## src/design/tcfq_pkg.sv

```systemverilog
// Shared types, constants and register codes of the temperature channel fault qualifier.
// No dependencies; imported by tcfq_cfg, tcfq_eval and the top module.
package tcfq_pkg;

    localparam int CHANNELS_DEF = 4;
    localparam int CH_W         = 2;
    localparam int VCODE_W      = 16;
    localparam int TEMP_W       = 13;
    localparam int TIME_W       = 32;
    localparam int CFG_ADDR_W   = 3;
    localparam int CFG_DATA_W   = 16;

    localparam logic [CH_W-1:0] MOTOR_CH = CH_W'(3);

    // Reset values of the configuration registers.
    localparam logic [3:0]         ENABLE_RST  = 4'd8;
    localparam logic [15:0]        OPEN_RST    = 16'd64880;
    localparam logic [15:0]        SHORT_RST   = 16'd655;
    localparam logic [15:0]        SUSTAIN_RST = 16'd1000;
    localparam logic [7:0]         HYST_RST    = 8'd50;
    localparam logic [TEMP_W-1:0]  CRIT_INV_RST = 13'sd900;
    localparam logic [TEMP_W-1:0]  CRIT_MOT_RST = 13'sd1500;

    typedef enum logic [CFG_ADDR_W-1:0] {
        CFG_ENABLE_MASK   = 3'd0,
        CFG_OPEN_LEVEL    = 3'd1,
        CFG_SHORT_LEVEL   = 3'd2,
        CFG_SUSTAIN_MS    = 3'd3,
        CFG_HYSTERESIS    = 3'd4,
        CFG_CRIT_INVERTER = 3'd5,
        CFG_CRIT_MOTOR    = 3'd6
    } t_cfg_idx;

    typedef enum logic [1:0] {
        EV_NONE      = 2'd0,
        EV_OPEN      = 2'd1,
        EV_SHORT     = 2'd2,
        EV_OVER_TEMP = 2'd3
    } t_event;

    typedef struct packed {
        logic [3:0]               enable_mask;
        logic [15:0]              open_level;
        logic [15:0]              short_level;
        logic [15:0]              sustain_ms;
        logic [7:0]               hysteresis;
        logic signed [TEMP_W-1:0] crit_inverter;
        logic signed [TEMP_W-1:0] crit_motor;
    } t_cfg;

    // One memory word per channel.
    typedef struct packed {
        logic              range_pending;
        logic [TIME_W-1:0] range_start;
        logic              range_confirmed;
        logic              heat_condition;
        logic [TIME_W-1:0] heat_start;
        logic              heat_reported;
    } t_chan_state;

    localparam int STATE_W = $bits(t_chan_state);

    typedef struct packed {
        logic       range_fault;
        logic       over_temp_active;
        logic       temp_usable;
        t_event     fault_event;
    } t_result;

endpackage

```

## src/design/tcfq_ram.sv

```systemverilog
// Generic single-write, single-read RAM with a registered read port.
// No dependencies.
module tcfq_ram #(
    parameter int WIDTH = 8,
    parameter int DEPTH = 4
) (
    input  logic                                          i_clk,
    input  logic                                          i_we,
    input  logic [((DEPTH > 1) ? $clog2(DEPTH) : 1)-1:0]  i_waddr,
    input  logic [WIDTH-1:0]                              i_wdata,
    input  logic                                          i_re,
    input  logic [((DEPTH > 1) ? $clog2(DEPTH) : 1)-1:0]  i_raddr,
    output logic [WIDTH-1:0]                              o_rdata
);
    logic [WIDTH-1:0] r_mem [DEPTH];
    logic [WIDTH-1:0] r_rdata;

    // Read returns the old contents when the same entry is written in that cycle.
    always_ff @(posedge i_clk) begin
        if (i_we) begin
            r_mem[i_waddr] <= i_wdata;
        end
        if (i_re) begin
            r_rdata <= r_mem[i_raddr];
        end
    end

    assign o_rdata = r_rdata;

endmodule

```

## src/design/tcfq_cfg.sv

```systemverilog
// Configuration register file of the fault qualifier.
// Depends on tcfq_pkg for register codes, reset values and the t_cfg struct.
module tcfq_cfg
    import tcfq_pkg::*;
(
    input  logic                  i_clk,
    input  logic                  i_rst_n,
    input  logic                  i_we,
    input  logic [CFG_ADDR_W-1:0] i_addr,
    input  logic [CFG_DATA_W-1:0] i_wdata,
    output t_cfg                  o_cfg
);
    t_cfg r_cfg;

    always_ff @(posedge i_clk) begin
        if (!i_rst_n) begin
            r_cfg.enable_mask   <= ENABLE_RST;
            r_cfg.open_level    <= OPEN_RST;
            r_cfg.short_level   <= SHORT_RST;
            r_cfg.sustain_ms    <= SUSTAIN_RST;
            r_cfg.hysteresis    <= HYST_RST;
            r_cfg.crit_inverter <= CRIT_INV_RST;
            r_cfg.crit_motor    <= CRIT_MOT_RST;
        end else if (i_we) begin
            case (t_cfg_idx'(i_addr))
                CFG_ENABLE_MASK:   r_cfg.enable_mask   <= i_wdata[3:0];
                CFG_OPEN_LEVEL:    r_cfg.open_level    <= i_wdata;
                CFG_SHORT_LEVEL:   r_cfg.short_level   <= i_wdata;
                CFG_SUSTAIN_MS:    r_cfg.sustain_ms    <= i_wdata;
                CFG_HYSTERESIS:    r_cfg.hysteresis    <= i_wdata[7:0];
                CFG_CRIT_INVERTER: r_cfg.crit_inverter <= i_wdata[TEMP_W-1:0];
                CFG_CRIT_MOTOR:    r_cfg.crit_motor    <= i_wdata[TEMP_W-1:0];
                default: ;
            endcase
        end
    end

    assign o_cfg = r_cfg;

endmodule

```

## src/design/tcfq_eval.sv

```systemverilog
// Per-request update of one channel's state: open/short qualification and
// over-temperature with hysteresis. Depends on tcfq_pkg.
module tcfq_eval
    import tcfq_pkg::*;
(
    input  t_cfg                     i_cfg,
    input  t_chan_state              i_state,
    input  logic [CH_W-1:0]          i_channel,
    input  logic [VCODE_W-1:0]       i_voltage_code,
    input  logic signed [TEMP_W-1:0] i_temperature,
    input  logic                     i_temp_valid,
    input  logic [TIME_W-1:0]        i_now_ms,
    output t_chan_state              o_state,
    output t_result                  o_result
);
    logic                     enabled;
    logic                     is_open;
    logic                     railed;
    logic                     usable;
    logic [TIME_W-1:0]        range_age;
    logic [TIME_W-1:0]        heat_age;
    logic [TIME_W-1:0]        sustain;
    logic signed [TEMP_W-1:0] crit;
    logic signed [TEMP_W:0]   release_level;
    logic signed [TEMP_W:0]   temp_ext;
    logic                     heat_rise;
    t_event                   ev;
    t_chan_state              nxt;

    assign enabled  = i_cfg.enable_mask[i_channel];
    assign is_open  = i_voltage_code > i_cfg.open_level;
    assign railed   = is_open || (i_voltage_code < i_cfg.short_level);
    assign usable   = enabled && !railed && i_temp_valid;
    assign sustain  = TIME_W'(i_cfg.sustain_ms);
    assign range_age = i_now_ms - i_state.range_start;

    assign crit          = (i_channel == MOTOR_CH) ? i_cfg.crit_motor : i_cfg.crit_inverter;
    assign temp_ext      = (TEMP_W+1)'(i_temperature);
    assign release_level = (TEMP_W+1)'(crit) - $signed({1'b0, (TEMP_W)'(i_cfg.hysteresis)});

    always_comb begin
        nxt       = i_state;
        ev        = EV_NONE;
        heat_rise = 1'b0;
        heat_age  = '0;

        if (enabled) begin
            if (!railed) begin
                nxt.range_pending   = 1'b0;
                nxt.range_confirmed = 1'b0;
            end else if (!i_state.range_pending) begin
                nxt.range_pending = 1'b1;
                nxt.range_start   = i_now_ms;
            end else if (range_age >= sustain && !i_state.range_confirmed) begin
                nxt.range_confirmed = 1'b1;
                ev = is_open ? EV_OPEN : EV_SHORT;
            end
        end

        if (!usable || nxt.range_confirmed) begin
            nxt.heat_condition = 1'b0;
            nxt.heat_reported  = 1'b0;
        end else begin
            if (i_state.heat_condition) begin
                nxt.heat_condition = temp_ext > release_level;
            end else begin
                nxt.heat_condition = i_temperature > crit;
                heat_rise          = nxt.heat_condition;
                if (heat_rise) begin
                    nxt.heat_start = i_now_ms;
                end
            end
            // A fresh start means an age of zero.
            heat_age = heat_rise ? '0 : (i_now_ms - i_state.heat_start);
            if (!nxt.heat_condition) begin
                nxt.heat_reported = 1'b0;
            end else if (heat_age >= sustain && !i_state.heat_reported) begin
                nxt.heat_reported = 1'b1;
                ev = EV_OVER_TEMP;
            end
        end
    end

    assign o_state                   = nxt;
    assign o_result.range_fault      = nxt.range_confirmed;
    assign o_result.over_temp_active = nxt.heat_condition;
    assign o_result.temp_usable      = usable;
    assign o_result.fault_event      = ev;

endmodule

```

## src/design/temp_channel_fault_qualifier_top.sv

```systemverilog
// Path: a request passes the evaluation stage registers, then the output register that drives m_axis.
// Throughput: one request per cycle unless m_axis stalls, including back-to-back requests for
// the same channel; the state memory is read at acceptance and written at evaluation, with a bypass path.
// Reset: configuration returns to its defaults and the per-channel valid bits clear, so
// every channel reads as all-zero state; there is no clearing pass and no busy time.
// Depends on tcfq_pkg, tcfq_cfg, tcfq_ram and tcfq_eval.
module temp_channel_fault_qualifier_top
    import tcfq_pkg::*;
#(
    parameter int CHANNELS = CHANNELS_DEF
) (
    input  logic                  i_clk,
    input  logic                  i_rst_n,
    input  logic                  i_cfg_we,
    input  logic [CFG_ADDR_W-1:0] i_cfg_addr,
    input  logic [CFG_DATA_W-1:0] i_cfg_wdata,
    input  logic                  s_axis_tvalid,
    output logic                  s_axis_tready,
    // channel[1:0], voltage_code[17:2], temperature[30:18], temp_valid[31], now_ms[63:32]
    input  logic [63:0]           s_axis_tdata,
    output logic                  m_axis_tvalid,
    input  logic                  m_axis_tready,
    // out_channel[1:0], range_fault[2], over_temp_active[3], temp_usable[4],
    // fault_event[6:5], zero[7]
    output logic [7:0]            m_axis_tdata
);
    localparam int AW   = (CHANNELS > 1) ? $clog2(CHANNELS) : 1;
    localparam int CNTW = $clog2(CHANNELS + 1);
    localparam int CMPW = (CNTW > CH_W) ? CNTW : CH_W;

    t_cfg cfg;

    tcfq_cfg u_cfg (
        .i_clk   (i_clk),
        .i_rst_n (i_rst_n),
        .i_we    (i_cfg_we),
        .i_addr  (i_cfg_addr),
        .i_wdata (i_cfg_wdata),
        .o_cfg   (cfg)
    );

    // Unpack the request.
    logic [CH_W-1:0]          in_channel;
    logic [VCODE_W-1:0]       in_vcode;
    logic signed [TEMP_W-1:0] in_temp;
    logic                     in_tvalid_flag;
    logic [TIME_W-1:0]        in_now;
    logic [AW-1:0]            in_addr;
    logic                     in_ch_ok;
    logic                     accept;

    assign in_channel     = s_axis_tdata[1:0];
    assign in_vcode       = s_axis_tdata[17:2];
    assign in_temp        = s_axis_tdata[30:18];
    assign in_tvalid_flag = s_axis_tdata[31];
    assign in_now         = s_axis_tdata[63:32];
    assign in_addr        = AW'(in_channel);
    assign in_ch_ok       = CMPW'(in_channel) < CMPW'(CHANNELS);

    // Evaluation stage registers.
    logic                     r_s1_valid;
    logic [CH_W-1:0]          r_s1_channel;
    logic [VCODE_W-1:0]       r_s1_vcode;
    logic signed [TEMP_W-1:0] r_s1_temp;
    logic                     r_s1_tvalid_flag;
    logic [TIME_W-1:0]        r_s1_now;
    logic [AW-1:0]            r_s1_addr;
    logic                     r_s1_ch_ok;
    logic                     r_s1_ent_valid;
    logic                     r_s1_byp;
    t_chan_state              r_s1_byp_data;
    logic [CHANNELS-1:0]      r_valid;

    logic                     r_out_valid;
    logic [CH_W-1:0]          r_out_channel;
    t_result                  r_out_res;

    logic                     s1_go;
    logic                     ram_we;
    logic [STATE_W-1:0]       ram_rdata;
    t_chan_state              cur_state;
    t_chan_state              new_state;
    t_result                  eval_res;
    logic                     same_entry;

    assign s1_go         = r_s1_valid && (!r_out_valid || m_axis_tready);
    assign s_axis_tready = !r_s1_valid || s1_go;
    assign accept        = s_axis_tvalid && s_axis_tready;
    assign ram_we        = s1_go && r_s1_ch_ok;
    assign same_entry    = ram_we && (r_s1_addr == in_addr);

    tcfq_ram #(
        .WIDTH (STATE_W),
        .DEPTH (CHANNELS)
    ) u_state_ram (
        .i_clk   (i_clk),
        .i_we    (ram_we),
        .i_waddr (r_s1_addr),
        .i_wdata (new_state),
        .i_re    (accept && in_ch_ok),
        .i_raddr (in_addr),
        .o_rdata (ram_rdata)
    );

    // A never-written entry reads as reset state; a write that lands in the same
    // cycle as the read of that entry is taken from the bypass register.
    always_comb begin
        if (!r_s1_ent_valid) begin
            cur_state = '0;
        end else if (r_s1_byp) begin
            cur_state = r_s1_byp_data;
        end else begin
            cur_state = t_chan_state'(ram_rdata);
        end
    end

    tcfq_eval u_eval (
        .i_cfg          (cfg),
        .i_state        (cur_state),
        .i_channel      (r_s1_channel),
        .i_voltage_code (r_s1_vcode),
        .i_temperature  (r_s1_temp),
        .i_temp_valid   (r_s1_tvalid_flag),
        .i_now_ms       (r_s1_now),
        .o_state        (new_state),
        .o_result       (eval_res)
    );

    always_ff @(posedge i_clk) begin
        if (!i_rst_n) begin
            r_s1_valid  <= 1'b0;
            r_out_valid <= 1'b0;
            r_valid     <= '0;
        end else begin
            if (accept) begin
                r_s1_valid <= 1'b1;
            end else if (s1_go) begin
                r_s1_valid <= 1'b0;
            end
            if (s1_go) begin
                r_out_valid <= 1'b1;
            end else if (m_axis_tready) begin
                r_out_valid <= 1'b0;
            end
            if (ram_we) begin
                r_valid[r_s1_addr] <= 1'b1;
            end
        end
    end

    always_ff @(posedge i_clk) begin
        if (accept) begin
            r_s1_channel     <= in_channel;
            r_s1_vcode       <= in_vcode;
            r_s1_temp        <= in_temp;
            r_s1_tvalid_flag <= in_tvalid_flag;
            r_s1_now         <= in_now;
            r_s1_addr        <= in_addr;
            r_s1_ch_ok       <= in_ch_ok;
            r_s1_byp         <= same_entry;
            r_s1_byp_data    <= new_state;
            r_s1_ent_valid   <= in_ch_ok && (r_valid[in_addr] || same_entry);
        end
        if (s1_go) begin
            r_out_channel <= r_s1_channel;
            r_out_res     <= r_s1_ch_ok ? eval_res : '0;
        end
    end

    assign m_axis_tvalid = r_out_valid;
    assign m_axis_tdata  = {1'b0, r_out_res.fault_event, r_out_res.temp_usable,
                            r_out_res.over_temp_active, r_out_res.range_fault,
                            r_out_channel};

    a_open_short_confirmed: assert property (@(posedge i_clk) disable iff (!i_rst_n)
        r_out_valid && (r_out_res.fault_event == EV_OPEN || r_out_res.fault_event == EV_SHORT)
        |-> r_out_res.range_fault)
        else $error("open or short event without confirmed out-of-range");

    a_over_temp_event: assert property (@(posedge i_clk) disable iff (!i_rst_n)
        r_out_valid && r_out_res.fault_event == EV_OVER_TEMP
        |-> r_out_res.over_temp_active && r_out_res.temp_usable)
        else $error("over-temperature event on an inactive or unusable channel");

    a_usable_not_railed: assert property (@(posedge i_clk) disable iff (!i_rst_n)
        r_out_valid && r_out_res.temp_usable |-> !r_out_res.range_fault)
        else $error("usable temperature on a channel confirmed out of range");

    a_bypass_marks_valid: assert property (@(posedge i_clk) disable iff (!i_rst_n)
        r_s1_valid && r_s1_byp |-> r_s1_ent_valid)
        else $error("bypassed state taken as never written");

    a_write_sets_valid: assert property (@(posedge i_clk) disable iff (!i_rst_n)
        ram_we |=> r_valid[$past(r_s1_addr)])
        else $error("state write did not mark its entry valid");

endmodule
```

## config.mk

```make
export PLATFORM = sky130hd
export DESIGN_NAME = temp_channel_fault_qualifier_top
export DESIGN_NICKNAME = d
export VERILOG_FILES = /design/src/design/tcfq_pkg.sv /design/src/design/tcfq_ram.sv /design/src/design/tcfq_cfg.sv /design/src/design/tcfq_eval.sv /design/src/design/temp_channel_fault_qualifier_top.sv
export SDC_FILE = /design/constraint.sdc
export NUM_CORES = 1
export LEC_CHECK = 0
export BUFFER_PORTS_ARGS = -buffer_cell sky130_fd_sc_hd__buf_2
export CAP_MARGIN = 30
export CELL_PAD_IN_SITES_DETAIL_PLACEMENT = 1
export CELL_PAD_IN_SITES_GLOBAL_PLACEMENT = 1
export CORE_UTILIZATION = 30
export CTS_CLUSTER_SIZE = 40
export DETAILED_ROUTE_END_ITERATION = 8
export PLACE_DENSITY_LB_ADDON = 0.1
export SYNTH_ARGS = -nofsm -noshare
export SYNTH_HDL_FRONTEND = slang
export SYNTH_SLANG_ARGS = --single-unit
```

## constraint.sdc

```tcl
create_clock -name i_clk -period 15.1 [get_ports i_clk]
set_clock_uncertainty 0.15 [all_clocks]
set_input_delay 3.02 -clock i_clk [delete_from_list [all_inputs] [get_ports i_clk]]
set_output_delay 3.02 -clock i_clk [all_outputs]
set_load 0.03 [all_outputs]
```

==> impl_results.md <==
- Status: finished, final reports clean
- Ys async rst share: 0%
- Sw frac: 26.1%
- # diodes: 0
- Post-route DRC: 0
- Req. time, crit path: 11.93 ns
- Reg2reg start: r_s1_addr[0]$_DFFE_PP_
- CTS buffer count: 70
- Grt total ovfl: 0
- Most frequent cells in the layout: edfxtp_1 (481), nand2_1 (335), ha_1 (162), o21ai_0 (126), buf_2 (94)
- Post-CTS sizing: 0
- Sequential cell area: 0.0163 sq mm
- TritonRoute pass-1 iters: 5
- Hold path startpoint: u_cfg.o_cfg[64]$_SDFFE_PN0P_
- Hold buffers post-CTS: 0
- CP Cell Sequence: buf_2 > nor2b_1 > nand2_1 > buf_2
- Syn_nets: 2415
- TritonCTS clock tree: built
- Post-DR vias/cell: 4.97
- DP Worst Slack: 7.99 ns
- Fin. Hold Viols: 0
- Hold crit path type: reg -> reg
- Iter 0 DRT Violations: 908
- Yosys warns: 0
- Comb pwr share: 12.9%
- P_leak: 0.0115 uW
- Core footprint: 0.0906 sq mm
- Mapped cell area: 0.0276 sq mm
- CTS H-Tree Depth: 3
- Clk sinks: 573
- Final setup fails: 0
- Hold Crit Endpoint: u_cfg.o_cfg[64]$_SDFFE_PN0P_
- I/O Pins: 98
- Antenna violations before repair: 1
- MaxCap Viol Count: 0
- Multi-input gate area: 0.0107 sq mm
- Worst path max stage delay: 0.22 ns
- Placer Congestion: 0.840
- CP endpoint kind: output port
- Remaining antenna violation count: 0
- CP most frequent cell: buf_2
- Int Pwr: 2920 uW
- CP bufs+invs: 2
- Sw Pwr: 1030 uW
- Sequential Power Share: 46.2%
- Met1 wire length: 37800 um
- Worst r2r dst: u_state_ram.r_mem[1][0]$_DFFE_PP_
- Leading register cell type out of synthesis: edfxtp_1
- Yosys reg bits: 573
- First-pass GRT wire length: 118000 um
- Slew headroom: 36.1%
- Clk pwr share: 40.8%
- Most common cell after layout, fill and taps aside: edfxtp_1
- Clk root buf: clkbuf_16
- Initial Utilization: 30.5%
- Crit path max-delay cell type: nor2b_1
- Vias in the first global route: 18500
- Final wirelength: 77200 um
- Port buffer count: 96
- Met2 routed WL: 36100 um
- Die height: 305 um
- DIE AREA: 0.0932 sq mm
- FMAX: 0.147 GHz
- Pin count of the biggest net entering global routing: 93
- NumNets Final: 2523
- Startpoint Class: input pin
- Top Metal Used: met4
- Crit path max fanout: 4
- Placed cell areas: 0.0295 sq mm
- CTS max path bufs: 3
- Post-Layout Inst Area: 0.0317 sq mm
- CP delay by family, top: simple AND/OR/NAND/NOR gates
- Fraction of layout cells with a size suffix above 1: 16.8%
- DR vias: 17400
- Final setup margin: 8.29 ns
- Post-synth cell types: 70
- Syn Area/Cell: 12.8 sq um
- Mapped Cells: 2162
- Post-DP HPWL: 53400 um
- Worst-path clk slew: 0.06 ns
- Aggregate global-route resource usage: 16.7%
- DR WL/cell: 22.0 um
- Setup TNS: 0 ns
- Number of fill cells: 9619
- Die width: 305 um
- Final Max Slew Viols: 0
- Setup CP Type: in -> out
- Post-CTS Setup Repair Bufs: 0
- Hold Path Depth: 2
- Worst-Skew Late Latency: 0.62 ns
- Slew @ Worst Pin: 0.959 ns
- Area growth syn-to-layout: 14.9%
- Worst VDD drop: 0.0662 mV
- Crit path DAT: 3.64 ns
- RSZ-0062 raised after global routing: false
- Power Dens Cells: 125 mW/mm^2
- Cells on worst reg2reg path: 24
- Std-Cell Rows: 110
- Minimum clock period: 6.81 ns
- Met3 Routed Length: 2060 um
- FF-to-FF setup slack: 8.54 ns
- Number of flops mapped to enable cells by yosys: 481
- Sequential fraction of the synthesis area: 59.0%
- Tcrit/Tclk final: 45.1%
Yosys cell counts (8+ instances only):
cell type	number	area, sq um
mux2i_1	20	200
mux2_2	74	833
o21ai_0	126	631
inv_1	92	345
xnor2_1	32	280
nor2b_1	27	169
ha_1	162	2030
a21boi_0	49	368
nor3_1	23	115
a21oi_1	93	465
nand4_1	29	181
edfxtp_1	481	14400
and2_1	18	113
nand2_1	335	1260
o21a_1	17	128
nand2b_1	27	169
and3_1	11	68.8
mux4_2	70	1580
nor2_1	56	210
nand3_1	36	180
clkbuf_1	69	259
a211oi_1	12	90.1
buf_1	10	37.5
xor2_1	20	175
o21ai_1	8	40.0
o211ai_1	39	293
dfxtp_1	92	1840
a21o_1	38	285
tightest hold or removal path, stage by stage (launching register included):
cell	delay, ns
dfxtp_1	0.31
nand2_1	0.05
a21boi_0	0.06
power groups by stage:
stage                     registers [uW]  clock network, uW  logic [uW]
final                               1830               1610         512
after global routing                1830               1730         573
after CTS                           1830               1670         520
after detailed placement            1860                  0         517
after global placement              1860                  0         506
after floorplan                     1850                  0         348
worst max path at each step:
| stage | cells past startpoint | slack (ns) | startpoint | end |
|---|---|---|---|---|
| after floorplan | 3 | 5.99 | m_axis_tready | u_state_ram.r_mem[2][0]$_DFFE_PP_ |
| after global placement | 23 | 8.16 | r_s1_addr[0]$_DFFE_PP_ | u_state_ram.r_mem[0][0]$_DFFE_PP_ |
| after detailed placement | 23 | 7.99 | r_s1_addr[0]$_DFFE_PP_ | u_state_ram.r_mem[3][0]$_DFFE_PP_ |
| after CTS | 23 | 7.97 | r_s1_addr[0]$_DFFE_PP_ | u_state_ram.r_mem[1][0]$_DFFE_PP_ |
| after global routing | 24 | 7.90 | r_s1_addr[0]$_DFFE_PP_ | r_s1_byp_data[0]$_DFFE_PP_ |
| final | 4 | 8.29 | m_axis_tready | s_axis_tready |
routing by layer:
metal  global-route usage [%]  up-vias
met5                        0        -
met3                     2.42       85
met2                     26.9      183
li1                         -     8336
met4                     3.90        0
met1                     23.6     8814
sequential cells by signal, summed over array words and instances, names as in the netlist:
register / count
r_s1_temp: 13
r_s1_tvalid_flag: 1
r_s1_addr: 2
m_axis_tdata: 5
r_s1_byp_data: 68
r_valid: 4
r_s1_now: 32
r_s1_valid: 1
r_s1_vcode: 16
r_s1_byp: 1
u_state_ram.o_rdata: 68
r_s1_ent_valid: 1
u_state_ram.r_mem: 272
u_cfg.o_cfg: 86
m_axis_tvalid: 1
r_out_channel: 2
cell families after synthesis:
group	Yosys count	synth area share (%)
other cells	1	0.0136
compound gates	435	9.97
fa+ha+maj	165	7.56
flops	573	59.0
mux	165	9.50
xor+xnor	52	1.65
simple gates	592	9.78
buf+inv	179	2.52
metrics by stage:
stage / utilization (%) / std cells / hold slack [ns] / power [uW]
finish: 35.0 / 3502 / 0.318 / 3950
global placement: 32.5 / 3371 / 0.294 / 2360
floorplan: - / 2162 / 0.274 / 2200
global route: 35.0 / 3502 / 0.340 / 4140
CTS: 35.0 / 3501 / 0.321 / 4020
detailed placement: 32.5 / 3373 / 0.309 / 2380
area by class of cell:
| class | count | area share [%] |
|---|---|---|
| Clock buffer | 88 | 6.07 |
| Sequential cell | 573 | 51.4 |
| Multi-Input combinational cell | 1410 | 33.7 |
| Tap cell | 1176 | 4.64 |
| Timing Repair Buffer | 123 | 2.25 |
| Clock inverter | 40 | 0.939 |
| Inverter | 92 | 1.09 |
No activity file was read; power rests on OpenSTA's default activity.
